`config.mk`:
```
export PLATFORM = sky130hd
export DESIGN_NAME = shift_register_output_expander
export DESIGN_NICKNAME = d
export VERILOG_FILES = /design/src/design/sroe_pkg.sv /design/src/design/shift_register_output_expander.sv
export SDC_FILE = /design/constraint.sdc
export NUM_CORES = 1
export LEC_CHECK = 0
export ABC_CLOCK_PERIOD_IN_PS = 3000
export BUFFER_PORTS_ARGS = -buffer_cell sky130_fd_sc_hd__buf_2
export CORE_MARGIN = 10
export CORE_UTILIZATION = 59
export CTS_CLUSTER_DIAMETER = 100
export DETAILED_ROUTE_END_ITERATION = 7
export PLACE_DENSITY = 0.9
export SETUP_SLACK_MARGIN = 0.3
export SLEW_MARGIN = 20
export SYNTH_ARGS = -nofsm -noshare
export SYNTH_HDL_FRONTEND = slang
export SYNTH_SLANG_ARGS = --single-unit
```
`constraint.sdc`:
```
create_clock -name clk -period 3 [get_ports clk]
set_input_delay 0.15 -clock clk [delete_from_list [all_inputs] [get_ports clk]]
set_output_delay 0.15 -clock clk [all_outputs]
set_load 0.005 [all_outputs]
```
`src/design/sroe_pkg.sv`:
```
// Shared types and constants of the shift register output expander.
package sroe_pkg;

  typedef enum logic [1:0] {
    FUNC_WRITE = 2'd0,
    FUNC_READ  = 2'd1,
    FUNC_PUSH  = 2'd2,
    FUNC_CLEAR = 2'd3
  } func_t;

  typedef enum logic [1:0] {
    CFG_MSB_FIRST   = 2'd0,
    CFG_CHIP_ORDER  = 2'd1,
    CFG_AUTO_PUSH   = 2'd2,
    CFG_PIN_DELAY   = 2'd3
  } cfg_idx_t;

  localparam int unsigned BYTE_W  = 8;
  localparam int unsigned DELAY_W = 16;

  localparam logic               RST_MSB_FIRST  = 1'b1;
  localparam logic               RST_CHIP_ORDER = 1'b0;
  localparam logic               RST_AUTO_PUSH  = 1'b1;
  localparam logic [DELAY_W-1:0] RST_PIN_DELAY  = 16'd10;

  localparam logic [2:0] LAST_BIT = 3'd7;

endpackage

```
`src/design/shift_register_output_expander.sv`:
```
// Shift register output expander: per-chip byte cache and serial push sequencer.
//
// Drives a chain of CHIPS 8-bit serial-in latches. The input channel
// (in_valid/in_stall) takes one request per beat: masked write, masked
// read, push of the cache, or clear and push. The result channel
// (out_valid/out_stall) gives one beat per shifted bit, CHIPS*8 beats for
// a push, with latch_after and last on the final bit; a read, an error or
// a write without auto push gives a single beat.
// A single-beat request goes through the S_SINGLE state into the output
// register. A push loads each chip's byte from the cache in S_LOAD, then
// runs each bit through the bit timer (S_WAIT, counting down pin_delay)
// and the one shared shift register before S_EMIT sends it.
// The block takes one request at a time; in_stall is high until the last
// beat sits in the output register.
// A stalled receiver holds the output register, and the sequencer waits.
// Reset clears the cache and loads register defaults (bit 7 first, highest
// chip first, auto push on, pin_delay 10). cfg_ready is always high.
module shift_register_output_expander #(
  parameter int CHIPS = 4
) (
  input  logic                     clk,
  input  logic                     rst_n,
  input  logic                     cfg_valid,
  output logic                     cfg_ready,
  input  sroe_pkg::cfg_idx_t       cfg_index,
  input  logic [15:0]              cfg_data,
  input  logic                     in_valid,
  output logic                     in_stall,
  input  sroe_pkg::func_t          in_func,
  input  logic [7:0]               in_chip_index,
  input  logic [7:0]               in_pin_mask,
  input  logic                     in_level,
  output logic                     out_valid,
  input  logic                     out_stall,
  output logic                     out_shift_valid,
  output logic                     out_serial_bit,
  output logic                     out_latch_after,
  output logic [7:0]               out_read_bits,
  output logic                     out_status,
  output logic                     out_last
);
  import sroe_pkg::*;

  localparam int CW = (CHIPS > 1) ? $clog2(CHIPS) : 1;

  typedef enum logic [2:0] {
    S_IDLE,
    S_SINGLE,
    S_LOAD,
    S_WAIT,
    S_EMIT
  } state_t;

  state_t              state_r;
  logic [BYTE_W-1:0]   cache_r [CHIPS];
  logic                msb_first_r;
  logic                chip_order_r;
  logic                auto_push_r;
  logic [DELAY_W-1:0]  pin_delay_r;
  logic [DELAY_W-1:0]  delay_r;
  logic [CW-1:0]       chip_r;
  logic [2:0]          bit_r;
  logic [BYTE_W-1:0]   shreg_r;
  logic [BYTE_W-1:0]   pend_read_r;
  logic                pend_status_r;

  logic                out_valid_r;
  logic                out_shift_valid_r;
  logic                out_serial_bit_r;
  logic                out_latch_after_r;
  logic [BYTE_W-1:0]   out_read_bits_r;
  logic                out_status_r;
  logic                out_last_r;

  logic                in_acc;
  logic                out_free;
  logic                out_load;
  logic                in_range;
  logic [CW-1:0]       chip_sel;
  logic [CW-1:0]       rd_idx;
  logic [BYTE_W-1:0]   rd_byte;
  logic [BYTE_W-1:0]   wr_byte;
  logic                final_chip;
  logic                cur_bit;

  assign cfg_ready = 1'b1;
  assign in_stall  = (state_r != S_IDLE);
  assign in_acc    = in_valid && !in_stall;
  assign out_free  = !out_valid_r || !out_stall;
  assign out_load  = ((state_r == S_SINGLE) || (state_r == S_EMIT)) && out_free;
  assign in_range  = (in_chip_index < 8'(CHIPS));

  assign chip_sel   = chip_order_r ? chip_r : (CW'(CHIPS - 1) - chip_r);
  assign rd_idx     = (state_r == S_IDLE) ? in_chip_index[CW-1:0] : chip_sel;
  assign rd_byte    = cache_r[rd_idx];
  assign wr_byte    = in_level ? (rd_byte | in_pin_mask) : (rd_byte & ~in_pin_mask);
  assign final_chip = (chip_r == CW'(CHIPS - 1));
  assign cur_bit    = msb_first_r ? shreg_r[BYTE_W-1] : shreg_r[0];

  always_ff @(posedge clk) begin
    if (!rst_n) begin
      state_r      <= S_IDLE;
      msb_first_r  <= RST_MSB_FIRST;
      chip_order_r <= RST_CHIP_ORDER;
      auto_push_r  <= RST_AUTO_PUSH;
      pin_delay_r  <= RST_PIN_DELAY;
      out_valid_r  <= 1'b0;
      for (int i = 0; i < CHIPS; i++) begin
        cache_r[i] <= '0;
      end
    end else begin
      if (cfg_valid && cfg_ready) begin
        unique case (cfg_index)
          CFG_MSB_FIRST:  msb_first_r  <= cfg_data[0];
          CFG_CHIP_ORDER: chip_order_r <= cfg_data[0];
          CFG_AUTO_PUSH:  auto_push_r  <= cfg_data[0];
          CFG_PIN_DELAY:  pin_delay_r  <= cfg_data;
          default: ;
        endcase
      end

      if (out_valid_r && !out_stall && !out_load) begin
        out_valid_r <= 1'b0;
      end

      unique case (state_r)
        S_IDLE: begin
          if (in_acc) begin
            chip_r        <= '0;
            bit_r         <= '0;
            unique case (in_func)
              FUNC_PUSH: begin
                state_r <= S_LOAD;
              end
              FUNC_CLEAR: begin
                for (int i = 0; i < CHIPS; i++) begin
                  cache_r[i] <= '0;
                end
                state_r <= S_LOAD;
              end
              FUNC_READ: begin
                pend_status_r <= !in_range;
                pend_read_r   <= in_range ? (rd_byte & in_pin_mask) : '0;
                state_r       <= S_SINGLE;
              end
              FUNC_WRITE: begin
                pend_read_r <= '0;
                if (!in_range) begin
                  pend_status_r <= 1'b1;
                  state_r       <= S_SINGLE;
                end else begin
                  pend_status_r <= 1'b0;
                  cache_r[in_chip_index[CW-1:0]] <= wr_byte;
                  state_r <= auto_push_r ? S_LOAD : S_SINGLE;
                end
              end
              default: ;
            endcase
          end
        end
        S_SINGLE: begin
          if (out_free) begin
            out_valid_r       <= 1'b1;
            out_shift_valid_r <= 1'b0;
            out_serial_bit_r  <= 1'b0;
            out_latch_after_r <= 1'b0;
            out_read_bits_r   <= pend_read_r;
            out_status_r      <= pend_status_r;
            out_last_r        <= 1'b1;
            state_r           <= S_IDLE;
          end
        end
        S_LOAD: begin
          shreg_r <= rd_byte;
          delay_r <= pin_delay_r;
          state_r <= S_WAIT;
        end
        S_WAIT: begin
          if (delay_r == '0) begin
            state_r <= S_EMIT;
          end else begin
            delay_r <= delay_r - 1'b1;
          end
        end
        S_EMIT: begin
          if (out_free) begin
            out_valid_r       <= 1'b1;
            out_shift_valid_r <= 1'b1;
            out_serial_bit_r  <= cur_bit;
            out_latch_after_r <= final_chip && (bit_r == LAST_BIT);
            out_read_bits_r   <= '0;
            out_status_r      <= 1'b0;
            out_last_r        <= final_chip && (bit_r == LAST_BIT);
            shreg_r <= msb_first_r ? {shreg_r[BYTE_W-2:0], 1'b0}
                                   : {1'b0, shreg_r[BYTE_W-1:1]};
            if (bit_r == LAST_BIT) begin
              bit_r <= '0;
              if (final_chip) begin
                state_r <= S_IDLE;
              end else begin
                chip_r  <= chip_r + 1'b1;
                state_r <= S_LOAD;
              end
            end else begin
              bit_r   <= bit_r + 1'b1;
              delay_r <= pin_delay_r;
              state_r <= S_WAIT;
            end
          end
        end
        default: state_r <= S_IDLE;
      endcase
    end
  end

  assign out_valid       = out_valid_r;
  assign out_shift_valid = out_shift_valid_r;
  assign out_serial_bit  = out_serial_bit_r;
  assign out_latch_after = out_latch_after_r;
  assign out_read_bits   = out_read_bits_r;
  assign out_status      = out_status_r;
  assign out_last        = out_last_r;

endmodule

```
==> run_results.csv, run 1 <==
group,metric,value,unit
status,status,"complete, no violations",
setup_path,crit_cells,5,
global_route,grt_overflow,0,
timing,fin_setup_tns,0,ns
clock_network,clockBufferDepth,2,
timing,fmax,395,MHz
cells_and_area,drive_gt1_share,20.8,%
clock_network,cts_made_buffers,9,
synth,synthTopCellsByArea,"edfxtp_1 (47%), dfxtp_1 (8.7%), nand2_1 (4.8%)",
pwr,internal_power,2150,µW
cells_and_area,multi_input_area,0.00218,mm²
placement,dpl.hpwl,8580,µm
worst_hold_path,hp-class,"input port to register",
cells_and_area,layout.cells.non_filler,651,
timing,period_minus_slack,2.53,ns
cells_and_area,fillers,609,
synth,ys.flop_type,"edfxtp_1",
drt,first_iter_violations,317,
clock_network,clock_latency,0.38,ns
pwr,p_leak,0.00218,µW
setup_path,cp.arrival,2.67,ns
timing,relSlewSlack,30.7,%
cells_and_area,seq_area,0.00295,mm²
die,rows,34,
synth,synth.distinct_cells,58,
setup_path,path_buf_inv,0,
pwr,power,2970,µW
global_route,antenna_found_initial,0,
setup_path,crit_path_top_delay_cell,"dfxtp_1",
drt,avgViaCountPerCell,5.90,
setup_path,cpLargestDelayFamily,"simple AND/OR/NAND/NOR gates",
clock_network,cts_num_sinks,106,
synth,ys_seq_area_share,55.9,%
clock_network,cts_tree,"done",
die,dieArea,0.0131,mm²
setup_path,crit_fanout,11,
setup_path,reg2reg_depth,5,
synth,synth_edf_count,83,
cells_and_area,antenna_cells,0,
worst_hold_path,min_from,"cfg_data[12]",
drt,first_pass_iters,5,
synth,avgSynthCellArea,11.1,µm²
setup_path,path_class,"register to register",
clock_network,root_buffer,"clkbuf_8",
timing,hold_viol,0,
pwr,comb_power_share,14.7,%
die,core_area,0.00872,mm²
synth,synth_nets,524,
drt,vias,3842,
die,die_w,115,µm
setup_path,cp-end-kind,"register",
synth,yosysTopAreaCell,"edfxtp_1",
pwr,p_sw,824,µW
setup_path,crit_path_end,"cache_r[2][0]",
global_route,grt_usage,18.0,%
die,pin_count,58,
setup_path,ff2ff_setup_slack,0.47,ns
setup_path,cp.required,3.14,ns
synth,netlist.area_leader.share,47.2,%
synth,syn-cell-area,0.00529,mm²
setup_path,setup.worst_path.start,"state_r[0]",
timing,period_share,84.4,%
placement,port_buffers,56,
setup_path,start_kind,"register",
cells_and_area,areaGrowthSynthToFinish,12.2,%
timing,setup_viol,0,
global_route,grt_max_degree,35,
drt,ant_nets,0,
clock_network,post-cts-setup-buffer-count,0,
setup_path,r2r-start,"state_r[0]",
clock_network,htreeDepth,3,
synth,synthArstFlopShare,0,%
die,die_y,115,µm
placement,gp_congestion,0.893,
drt,drc,0,
synth,ys_seq_elements,106,
pwr,p_seq_share,56.9,%
setup_path,cpPeakStageDelay,0.59,ns
die,start_util,60.6,%
setup_path,r2r_end,"cache_r[2][0]",
global_route,grt_pass1_wl,18700,µm
pwr,p_clk_share,28.4,%
cells_and_area,layout.nets,585,
timing,finalMaxSlewViolations,0,
drt,wl_per_cell,18.0,µm
timing,tightest_slew,1.04,ns
clock_network,cts.clk_slew.worst_paths,0.10,ns
drt,routed_wl,11700,µm
pwr,p_sw_share,27.7,%
synth,netlist_instances,477,
timing,rsz0062_at_grt,"false",
flow_run,maxCapViolCount,0,
setup_path,path_cells,"or3_1 > mux2_2 > a221oi_1 > o31ai_2 > and2_1",
placement,place_inst,626,
synth,yosysWarnings,0,
timing,finClkSkew,0.0158,ns
pwr,power_per_cell_area,501,mW/mm²
global_route,grt_pass1_vias,3803,
pwr,irDropWorstVdd,0.301,mV
synthesized netlist by cell type (all sizes together), types with 2 or more instances:
master,instances
a211oi,9
a21o,3
a21oi,28
a221oi,16
a2bb2oi,2
and2,33
and2b,9
and3,4
buf,11
clkbuf,13
dfxtp,23
edfxtp,83
ha,5
inv,10
mux2i,3
nand2,68
nand2b,5
nand3,7
nand3b,2
nand4b,2
nor2,20
nor2b,24
nor3,10
nor3b,3
nor4,4
nor4b,9
o21ai,21
o311ai,2
o31ai,9
or2,8
or3,6
xnor2,15
power by group through the flow:
stage | Clock [µW] | Sequential (µW) | Combinational (µW)
2_1_floorplan | 0 | 1710 | 292
3_3_place_gp | 0 | 1720 | 399
3_5_place_dp | 0 | 1720 | 417
4_1_cts | 843 | 1690 | 429
5_1_grt | 907 | 1700 | 478
6_report | 843 | 1690 | 437
kinds of logic after synthesis:
group	share of synthesized area (%)
and+or+nand+nor	23.6
DFF	55.9
AOI/OAI and AO/OA	12.5
buffers and inverters	3.17
xor gates and xnor gates	2.65
adders and majority gates	1.18
muxes	1.02
other	0.0710
layer usage:
metal	part of all wire, %	up-vias	wire length [µm]	global-route usage [%]
met1	41	1823	4780	22.2
met2	50	147	5890	30.3
met3	6.3	24	740	3.51
met4	2.4	0	280	7.18
met5	0	-	0	0
li1	-	1848	-	-
sequential cells by signal (all words and copies together), names as in the netlist, 2 cells and up:
name / flops
bit_r: 3
state_r: 3
chip_r: 2
pend_read_r: 8
out_read_bits: 8
pin_delay_r: 16
cache_r: 32
shreg_r: 8
delay_r: 16
layout make-up:
| type | count | area share, % |
|---|---|---|
| Clock buffer | 9 | 2.09 |
| Clock inverter | 7 | 1.03 |
| Inverter | 10 | 0.633 |
| Multi-Input combinational cell | 337 | 36.8 |
| Sequential cell | 106 | 49.8 |
| Tap cell | 108 | 2.28 |
| Timing Repair Buffer | 74 | 7.39 |
what timing repair did:
item | in CTS | in global routing
gates resized for setup | 0 | 5
hold endpoints to repair | 9 | 0
endpoints found under the setup margin | 0 | 32
hold buffers | 9 | 0
per-stage QoR:
stage          hold WS [ns]  utilization, %  cell area (µm²)  setup WS, ns
3_5_place_dp          0.363            64.6             5640         0.427
3_3_place_gp          0.357            64.6             5640         0.521
5_1_grt              0.0168            68.0             5930         0.287
4_1_cts             0.00402            67.8             5910         0.404
2_1_floorplan         0.272               -             5290         0.628
6_report             0.0143            68.0             5930         0.467
how the worst min path moves through the flow:
stage	cells after the start	to	slack, ns
global route	3	pin_delay_r[8]	0.02
floorplan	2	pin_delay_r[1]	0.27
detailed placement	3	pin_delay_r[3]	0.36
CTS	3	pin_delay_r[12]	0.004
global placement	3	pin_delay_r[1]	0.36
finish	3	pin_delay_r[12]	0.01
cell usage in the layout, fill, tap and decap left out, types with 3 or more instances in the layout:
cell type | netlist | final
o31ai_1 | 9 | 8
xnor2_1 | 15 | 15
nor4_1 | 3 | 3
buf_4 | 4 | 9
o21ai_0 | 18 | 18
clkbuf_8 | 0 | 9
edfxtp_1 | 83 | 83
a211oi_1 | 9 | 9
nor4b_1 | 8 | 8
a21oi_1 | 28 | 28
a221oi_1 | 10 | 10
nor3_1 | 8 | 8
dlygate4sd3_1 | 0 | 9
and3_1 | 4 | 4
and2_1 | 33 | 33
a221oi_2 | 6 | 6
inv_1 | 10 | 10
ha_1 | 5 | 5
and2b_1 | 9 | 9
o21ai_1 | 3 | 3
nand3_1 | 7 | 7
dfxtp_1 | 23 | 23
nor2b_1 | 24 | 24
nand2_1 | 67 | 66
or3_1 | 4 | 4
buf_2 | 2 | 56
or2_2 | 6 | 6
nor2_1 | 19 | 19
nand2b_2 | 0 | 3
worst reg2reg max path, cell delays in order, from the launching register on:
cell	delay (ns)
dfxtp_1	0.59
or3_1	0.44
mux2_2	0.49
a221oi_1	0.39
o31ai_2	0.19
and2_1	0.20
Note: power is estimated with default switching activity, not from simulation.
==> run 2, diff against run 1 <==
--- a/config.mk
+++ b/config.mk
@@ -5,13 +5,14 @@
 export SDC_FILE = /design/constraint.sdc
 export NUM_CORES = 1
 export LEC_CHECK = 0
-export ABC_CLOCK_PERIOD_IN_PS = 3000
+export ABC_AREA = 1
+export ABC_CLOCK_PERIOD_IN_PS = 2250
 export BUFFER_PORTS_ARGS = -buffer_cell sky130_fd_sc_hd__buf_2
 export CORE_MARGIN = 10
-export CORE_UTILIZATION = 59
+export CORE_UTILIZATION = 53
 export CTS_CLUSTER_DIAMETER = 100
 export DETAILED_ROUTE_END_ITERATION = 7
-export PLACE_DENSITY = 0.9
+export PLACE_DENSITY = 0.86
 export SETUP_SLACK_MARGIN = 0.3
 export SLEW_MARGIN = 20
 export SYNTH_ARGS = -nofsm -noshare
==> constraint.sdc (replaced) <==
create_clock -name clk -period 2.25 [get_ports clk]
set_input_delay 0.1125 -clock clk [delete_from_list [all_inputs] [get_ports clk]]
set_output_delay 0.1125 -clock clk [all_outputs]
set_load 0.005 [all_outputs]
==> run 2 against run 1 <==
  * Critical path depth increased by 2
  * Final area increased by 7.1%
  * Via count increased by 26%
  * Combinational power increased to 6.1 times the previous value
  * Sequential power increased by 63%
  * Clock skew decreased by 0.0012 ns
  * Non-clock buffer count increased by 3
  * Critical endpoint is now cache_r[3][3]
==> run_results.csv, run 2 <==
group,metric,value,unit
status,status,"complete, no violations",
synth,yosysMostFrequentCell,"nand2_1",
drt,vias,4831,
synth,synth.distinct_cells,37,
placement,dpl-instance-area,0.00593,mm²
cells_and_area,antenna_cells,0,
drt,first_pass_iters,5,
die,pin_count,58,
die,rows,37,
flow_run,maxCapViolCount,0,
setup_path,r2r-start,"state_r[0]",
setup_path,cp.required,2.33,ns
timing,fmax,533,MHz
cells_and_area,layout.cells.non_filler,879,
setup_path,path_cells,"nor2_4 > nand2_4 > nor3_4 > nand2_1 > nor2_1 > nand2_1 > nand2_4",
global_route,grt_overflow,0,
die,die_y,122,µm
drt,ant_nets,0,
timing,tightest_slew,0.915,ns
synth,synthArstFlopShare,0,%
drt,wl_met1,5590,µm
synth,ys_seq_area_share,53.4,%
setup_path,path_buf_inv,0,
pwr,power_per_cell_area,1050,mW/mm²
drt,routed_wl,14000,µm
global_route,grt_usage,18.4,%
cells_and_area,layout_common_cells,"nand2_1 (156), inv_1 (97), nor2_1 (92)",
synth,ys.flop_type,"edfxtp_1",
synth,ys_top_cells_by_count,"nand2_1 (160), inv_1 (97), nor2_1 (94), edfxtp_1 (83), nand3_1 (77)",
worst_hold_path,hold_end,"pin_delay_r[9]",
drt,first_iter_violations,563,
clock_network,cts.clk_slew.worst_paths,0.10,ns
synth,netlist.area_leader.share,45.1,%
worst_hold_path,min_from,"cfg_data[9]",
clock_network,cts_num_sinks,106,
die,core_area,0.0102,mm²
cells_and_area,drive_gt1_share,14.8,%
drt,wl_met2,7060,µm
synth,yosysWarnings,0,
drt,wl_per_cell,16.0,µm
cells_and_area,reg.largest.list,"cache_r (32), delay_r (16), pin_delay_r (16)",
synth,netlist_instances,669,
worst_hold_path,holdPathStages,3,
pwr,p_leak,0.00275,µW
setup_path,setup.worst_path.start,"state_r[0]",
setup_path,cp.arrival,1.96,ns
synth,yosysTopAreaCell,"edfxtp_1",
pwr,irDropWorstVdd,0.498,mV
clock_network,clock_latency,0.38,ns
setup_path,reg2reg_depth,7,
setup_path,cp-end-kind,"register",
cells_and_area,seq_area,0.00295,mm²
drt,wl_met3,1030,µm
synth,syn-cell-area,0.00553,mm²
synth,ys_seq_elements,106,
drt,avgViaCountPerCell,5.50,
cells_and_area,regMostFlops,"cache_r",
synth,avgSynthCellArea,8.27,µm²
placement,preCtsSetupSlack,0.251,ns
die,start_util,54.1,%
timing,fin_setup_tns,0,ns
cells_and_area,layout.nets,785,
synth,synthTopCellsByArea,"edfxtp_1 (45%), nand2_1 (11%), dfxtp_1 (8.3%)",
setup_path,crit_fanout,9,
worst_hold_path,hp-class,"input port to register",
global_route,grt_max_degree,34,
synth,synth_nets,716,
global_route,antenna_found_initial,0,
cells_and_area,largest_register_ffs,32,
clock_network,clockBufferDepth,2,
setup_path,cpLargestDelayFamily,"simple AND/OR/NAND/NOR gates",
timing,relSlewSlack,38.9,%
setup_path,cpPeakStageDelay,0.38,ns
die,die_w,122,µm
placement,place_inst,849,
placement,port_buffers,56,
placement,dpl.hpwl,10100,µm
timing,setup_viol,0,
setup_path,path_class,"register to register",
timing,finClkSkew,0.0147,ns
timing,hold_viol,0,
setup_path,crit_path_top_delay_cell,"dfxtp_1",
timing,period_minus_slack,1.88,ns
timing,fin_ws,0.373,ns
placement,gp_congestion,0.998,
drt,drc,0,
cells_and_area,fillers,818,
timing,period_share,83.4,%
synth,synth_edf_count,83,
cells_and_area,final_common_cell,"nand2_1",
clock_network,root_buffer,"clkbuf_8",
cells_and_area,multi_input_area,0.00217,mm²
timing,rsz0062_at_grt,"true",
cells_and_area,final_cell_area,0.00635,mm²
cells_and_area,areaGrowthSynthToFinish,14.8,%
clock_network,cts_made_buffers,9,
global_route,grt_pass1_wl,22000,µm
drt,routed.top_layer,"met4",
die,dieArea,0.0149,mm²
clock_network,htreeDepth,3,
setup_path,ff2ff_setup_slack,0.37,ns
global_route,grt_pass1_vias,4605,
setup_path,r2r_end,"cache_r[3][3]",
clock_network,cts_tree,"done",
setup_path,start_kind,"register",
timing,finalMaxSlewViolations,0,
[run 2: changes by cell type after synthesis, sizes merged, moves of 11 or more]
cell	change
a21oi	-16
nand2	+98
and2	-33
inv	+90
nand3	+71
xnor2	-11
o21ai	+23
a221oi	-16
nor2b	-24
nor2	+75
[run 2: power by group]
group          internal (µW)  total, µW  switching, µW
logic                    823       2680           1850
registers               2560       2750            188
clock network            625       1270            649
total                   4010       6700           2690
[run 2: worst max path at each step]
stage	to	depth (start not counted)
CTS	cache_r[0][7]	7
finish	cache_r[3][3]	7
detailed placement	cache_r[3][3]	7
global route	bit_r[0]	4
floorplan	cache_r[0][0]	7
global placement	pend_read_r[7]	10
[run 2: worst reg2reg max path, delay by kind of cell (launching register included)]
family / cells / cell delay (ns)
and+or+nand+nor: 7 / 1.21
DFF: 1 / 0.38
[run 2: kinds of logic (layout without fill, tap and decap cells)]
group | count (synthesis) | count (layout) | synth area share [%]
buffers and inverters | 122 | 194 | 9.23
DFF | 106 | 106 | 53.4
xor gates and xnor gates | 9 | 9 | 1.43
AOI/OAI and AO/OA | 65 | 65 | 6.22
and+or+nand+nor | 361 | 363 | 28.5
other | 1 | 1 | 0.0678
adders and majority gates | 5 | 5 | 1.13
[run 2: repair_timing]
| action | CTS | global route |
|---|---|---|
| pin swaps | 0 | 1 |
| resized for setup | 2 | 12 |
| hold buffers | 10 | 0 |
| cloned | 0 | 2 |
| setup buffers | 0 | 2 |
| hold endpoints to repair | 10 | 0 |
| setup endpoints to repair | 13 | 65 |
[run 2: layout make-up]
cell class / count / area share (%)
Clock inverter: 5 / 1.24
Multi-Input combinational cell: 443 / 34.2
Sequential cell: 106 / 46.5
Timing Repair Buffer: 77 / 7.29
Tap cell: 136 / 2.68
Clock buffer: 11 / 2.07
Inverter: 101 / 6.01
[run 2: stage by stage]
step                util, %  hold slack [ns]  power, µW
finish                 62.1           0.0328       6700
global route           62.1           0.0350       7120
floorplan                 -            0.239       4640
detailed placement     58.0            0.334       5210
CTS                    61.1           0.0128       6500
global placement       58.0            0.323       5100
[run 2: layer usage]
layer  GRT usage (%)  vias to the layer above
met5               0                        -
met3            4.67                       43
met1            21.0                     2267
met4            8.17                        0
met2            31.8                      218
li1                -                     2303
==> run 3, diff against run 2 <==
--- a/config.mk
+++ b/config.mk
@@ -6,7 +6,7 @@
 export NUM_CORES = 1
 export LEC_CHECK = 0
 export ABC_AREA = 1
-export ABC_CLOCK_PERIOD_IN_PS = 2250
+export ABC_CLOCK_PERIOD_IN_PS = 1700
 export BUFFER_PORTS_ARGS = -buffer_cell sky130_fd_sc_hd__buf_2
 export CORE_MARGIN = 10
 export CORE_UTILIZATION = 53
==> constraint.sdc (replaced) <==
create_clock -name clk -period 1.7 [get_ports clk]
set_input_delay 0.085 -clock clk [delete_from_list [all_inputs] [get_ports clk]]
set_output_delay 0.085 -clock clk [all_outputs]
set_load 0.005 [all_outputs]
==> run 3 against run 2 <==
  * The run now ends with hold timing, setup timing left
  * Power up 64%
  * Final area up 18%
  * Non-clock buffer count up 43
  * Worst setup slack worse by 0.57 ns
  * Utilization up 11 points
  * Clock power up 28%
  * Worst hold slack worse by 0.041 ns
  * First-iteration DRC count up 94%
  * Flip-flop and latch count unchanged
  * Sequential share of layout area down 6.8 points
  * Critical path type unchanged
  * Highest routed layer unchanged
==> run_results.csv, run 3 (synthesis gave the netlist of run 2 again) <==
group,metric,value,unit
status,status,"complete, but fails checks",
status,violations,"hold timing, setup timing",
clock_network,clockBufferDepth,2,
drt,wl_per_cell,20.7,µm
die,dieArea,0.0149,mm²
worst_hold_path,hp-class,"input port to register",
timing,rsz0062_at_grt,"true",
timing,period_minus_slack,1.89,ns
global_route,grt_usage,21.1,%
setup_path,cp.arrival,2.11,ns
global_route,grt_overflow,0,
pwr,p_leak,0.00317,µW
global_route,antenna_found_initial,0,
timing,period_share,111,%
global_route,grt_pass1_vias,5177,
pwr,p_seq_share,33.7,%
cells_and_area,layout.nets,829,
global_route,top_usage_layer,"met2",
cells_and_area,drive_gt1_share,34.8,%
timing,fmax,528,MHz
clock_network,cts.clk_slew.worst_paths,0.13,ns
placement,port_buffers,56,
timing,holdWs,-0.00867,ns
timing,tightest_slew,1.02,ns
cells_and_area,final_common_cell,"nand2_1",
setup_path,path_class,"register to register",
global_route,grt_use_met3,4.76,%
die,core_area,0.0102,mm²
drt,routed_wl,19100,µm
flow_run,maxCapViolCount,0,
pwr,power_per_cell_area,1470,mW/mm²
setup_path,cp-end-kind,"register",
clock_network,cts_num_sinks,106,
cells_and_area,areaGrowthSynthToFinish,35.1,%
die,die_y,122,µm
timing,fin_ws,-0.193,ns
timing,finalMaxSlewViolations,0,
pwr,p_sw,4880,µW
drt,first_iter_violations,1091,
clock_network,cts_tree,"done",
clock_network,clock_latency,0.38,ns
placement,dpl.hpwl,10100,µm
global_route,grt_use_met1,23.2,%
die,rows,37,
drt,first_pass_iters,7,
setup_path,cp.required,1.92,ns
drt,avgViaCountPerCell,6.15,
cells_and_area,seq_area,0.00297,mm²
timing,relSlewSlack,31.6,%
global_route,grt_use_met2,38.1,%
pwr,p_clk_share,14.8,%
drt,vias,5680,
placement,gp_congestion,0.915,
drt,drc,0,
cells_and_area,regMostFlops,"cache_r",
timing,hold_viol,1,
pwr,comb_power_share,51.4,%
setup_path,crit_fanout,3,
cells_and_area,multi_input_area,0.00276,mm²
die,pin_count,58,
clock_network,cts_made_buffers,9,
timing,setup_viol,78,
pwr,internal_power,6100,µW
setup_path,start_kind,"register",
cells_and_area,layout_common_cells,"nand2_1 (114), inv_1 (87), edfxtp_1 (83)",
die,die_w,122,µm
clock_network,root_buffer,"clkbuf_8",
pwr,p_sw_share,44.4,%
drt,ant_nets,0,
cells_and_area,layout.cells.non_filler,924,
cells_and_area,fillers,591,
pwr,irDropWorstVdd,0.646,mV
timing,finClkSkew,0.0221,ns
clock_network,htreeDepth,3,
cells_and_area,largest_register_ffs,32,
die,start_util,54.1,%
global_route,grt_pass1_wl,25500,µm
cells_and_area,reg.largest.list,"cache_r (32), delay_r (16), pin_delay_r (16)",
placement,place_inst,860,
placement,preCtsSetupSlack,-0.0119,ns
global_route,grt_max_degree,27,
run 3: cell count changes in the layout (fill, tap and decap cells not counted), sizes merged, moves of 2 or more:
cell / delta
buf: +39
bufinv: -2
dlygate4sd3: +2
inv: +3
run 3: stage by stage:
stage	power (µW)	area, µm²	TNS (ns)	utilization, %
detailed placement	7150	6140	-0.0119	60.0
global placement	6960	6140	0	60.0
CTS	9370	6870	0	67.1
finish	11000	7470	-2.98	73.0
global route	11400	7470	-10.50	73.0
floorplan	6220	5650	-2.63	-
run 3: layout make-up:
class,instances,share of cell area [%]
inverter,101,5.34
antenna,1,0.0335
sequential,106,39.7
tap,136,2.28
multi-input combinational,443,36.9
timing repair inverter,1,0.100
clock buffer,10,1.84
timing repair buffer,120,12.9
clock inverter,6,0.871
run 3: worst max-delay path, cell delays in order (launching register included):
cell	delay (ns)
edfxtp_1	0.48
nor2_2	0.28
nand2_4	0.08
nor2_4	0.09
nand2_2	0.06
nand2_2	0.09
nand2_2	0.10
inv_2	0.07
nand2_1	0.05
a21oi_1	0.42
run 3: power by group through the flow:
stage	Sequential, µW	Clock (µW)	Combinational [µW]
3_5_place_dp	3690	0	3460
4_1_cts	3640	1570	4160
5_1_grt	3750	1710	5930
6_report	3710	1630	5650
3_3_place_gp	3660	0	3300
2_1_floorplan	3630	0	2590
run 3: worst paths after layout:
check	from	end	slack [ns]	cells past startpoint
setup / recovery	delay_r[2]	state_r[1]	-0.19	9
hold / removal	cfg_index[0]	auto_push_r	-0.009	3
setup reg to reg	delay_r[2]	state_r[1]	-0.19	9
hold reg to reg	pin_delay_r[14]	pin_delay_r[14]	0.47	2
run 3: metal layers:
metal	vias up	share of wire (%)	wire length [µm]
li1	2396	-	-
met5	-	0	0
met1	2596	33	6350
met2	541	49	9450
met4	0	6.4	1230
met3	147	11	2120
run 3: what timing repair did:
action                                  in CTS  in global routing
pin swaps                                   17                 36
gates resized for setup                     72                113
endpoints found under the hold margin       12                  0
buffers inserted                            14                 14
cloned                                       4                  3
endpoints found under the setup margin     146                152
hold buffers                                12                  0
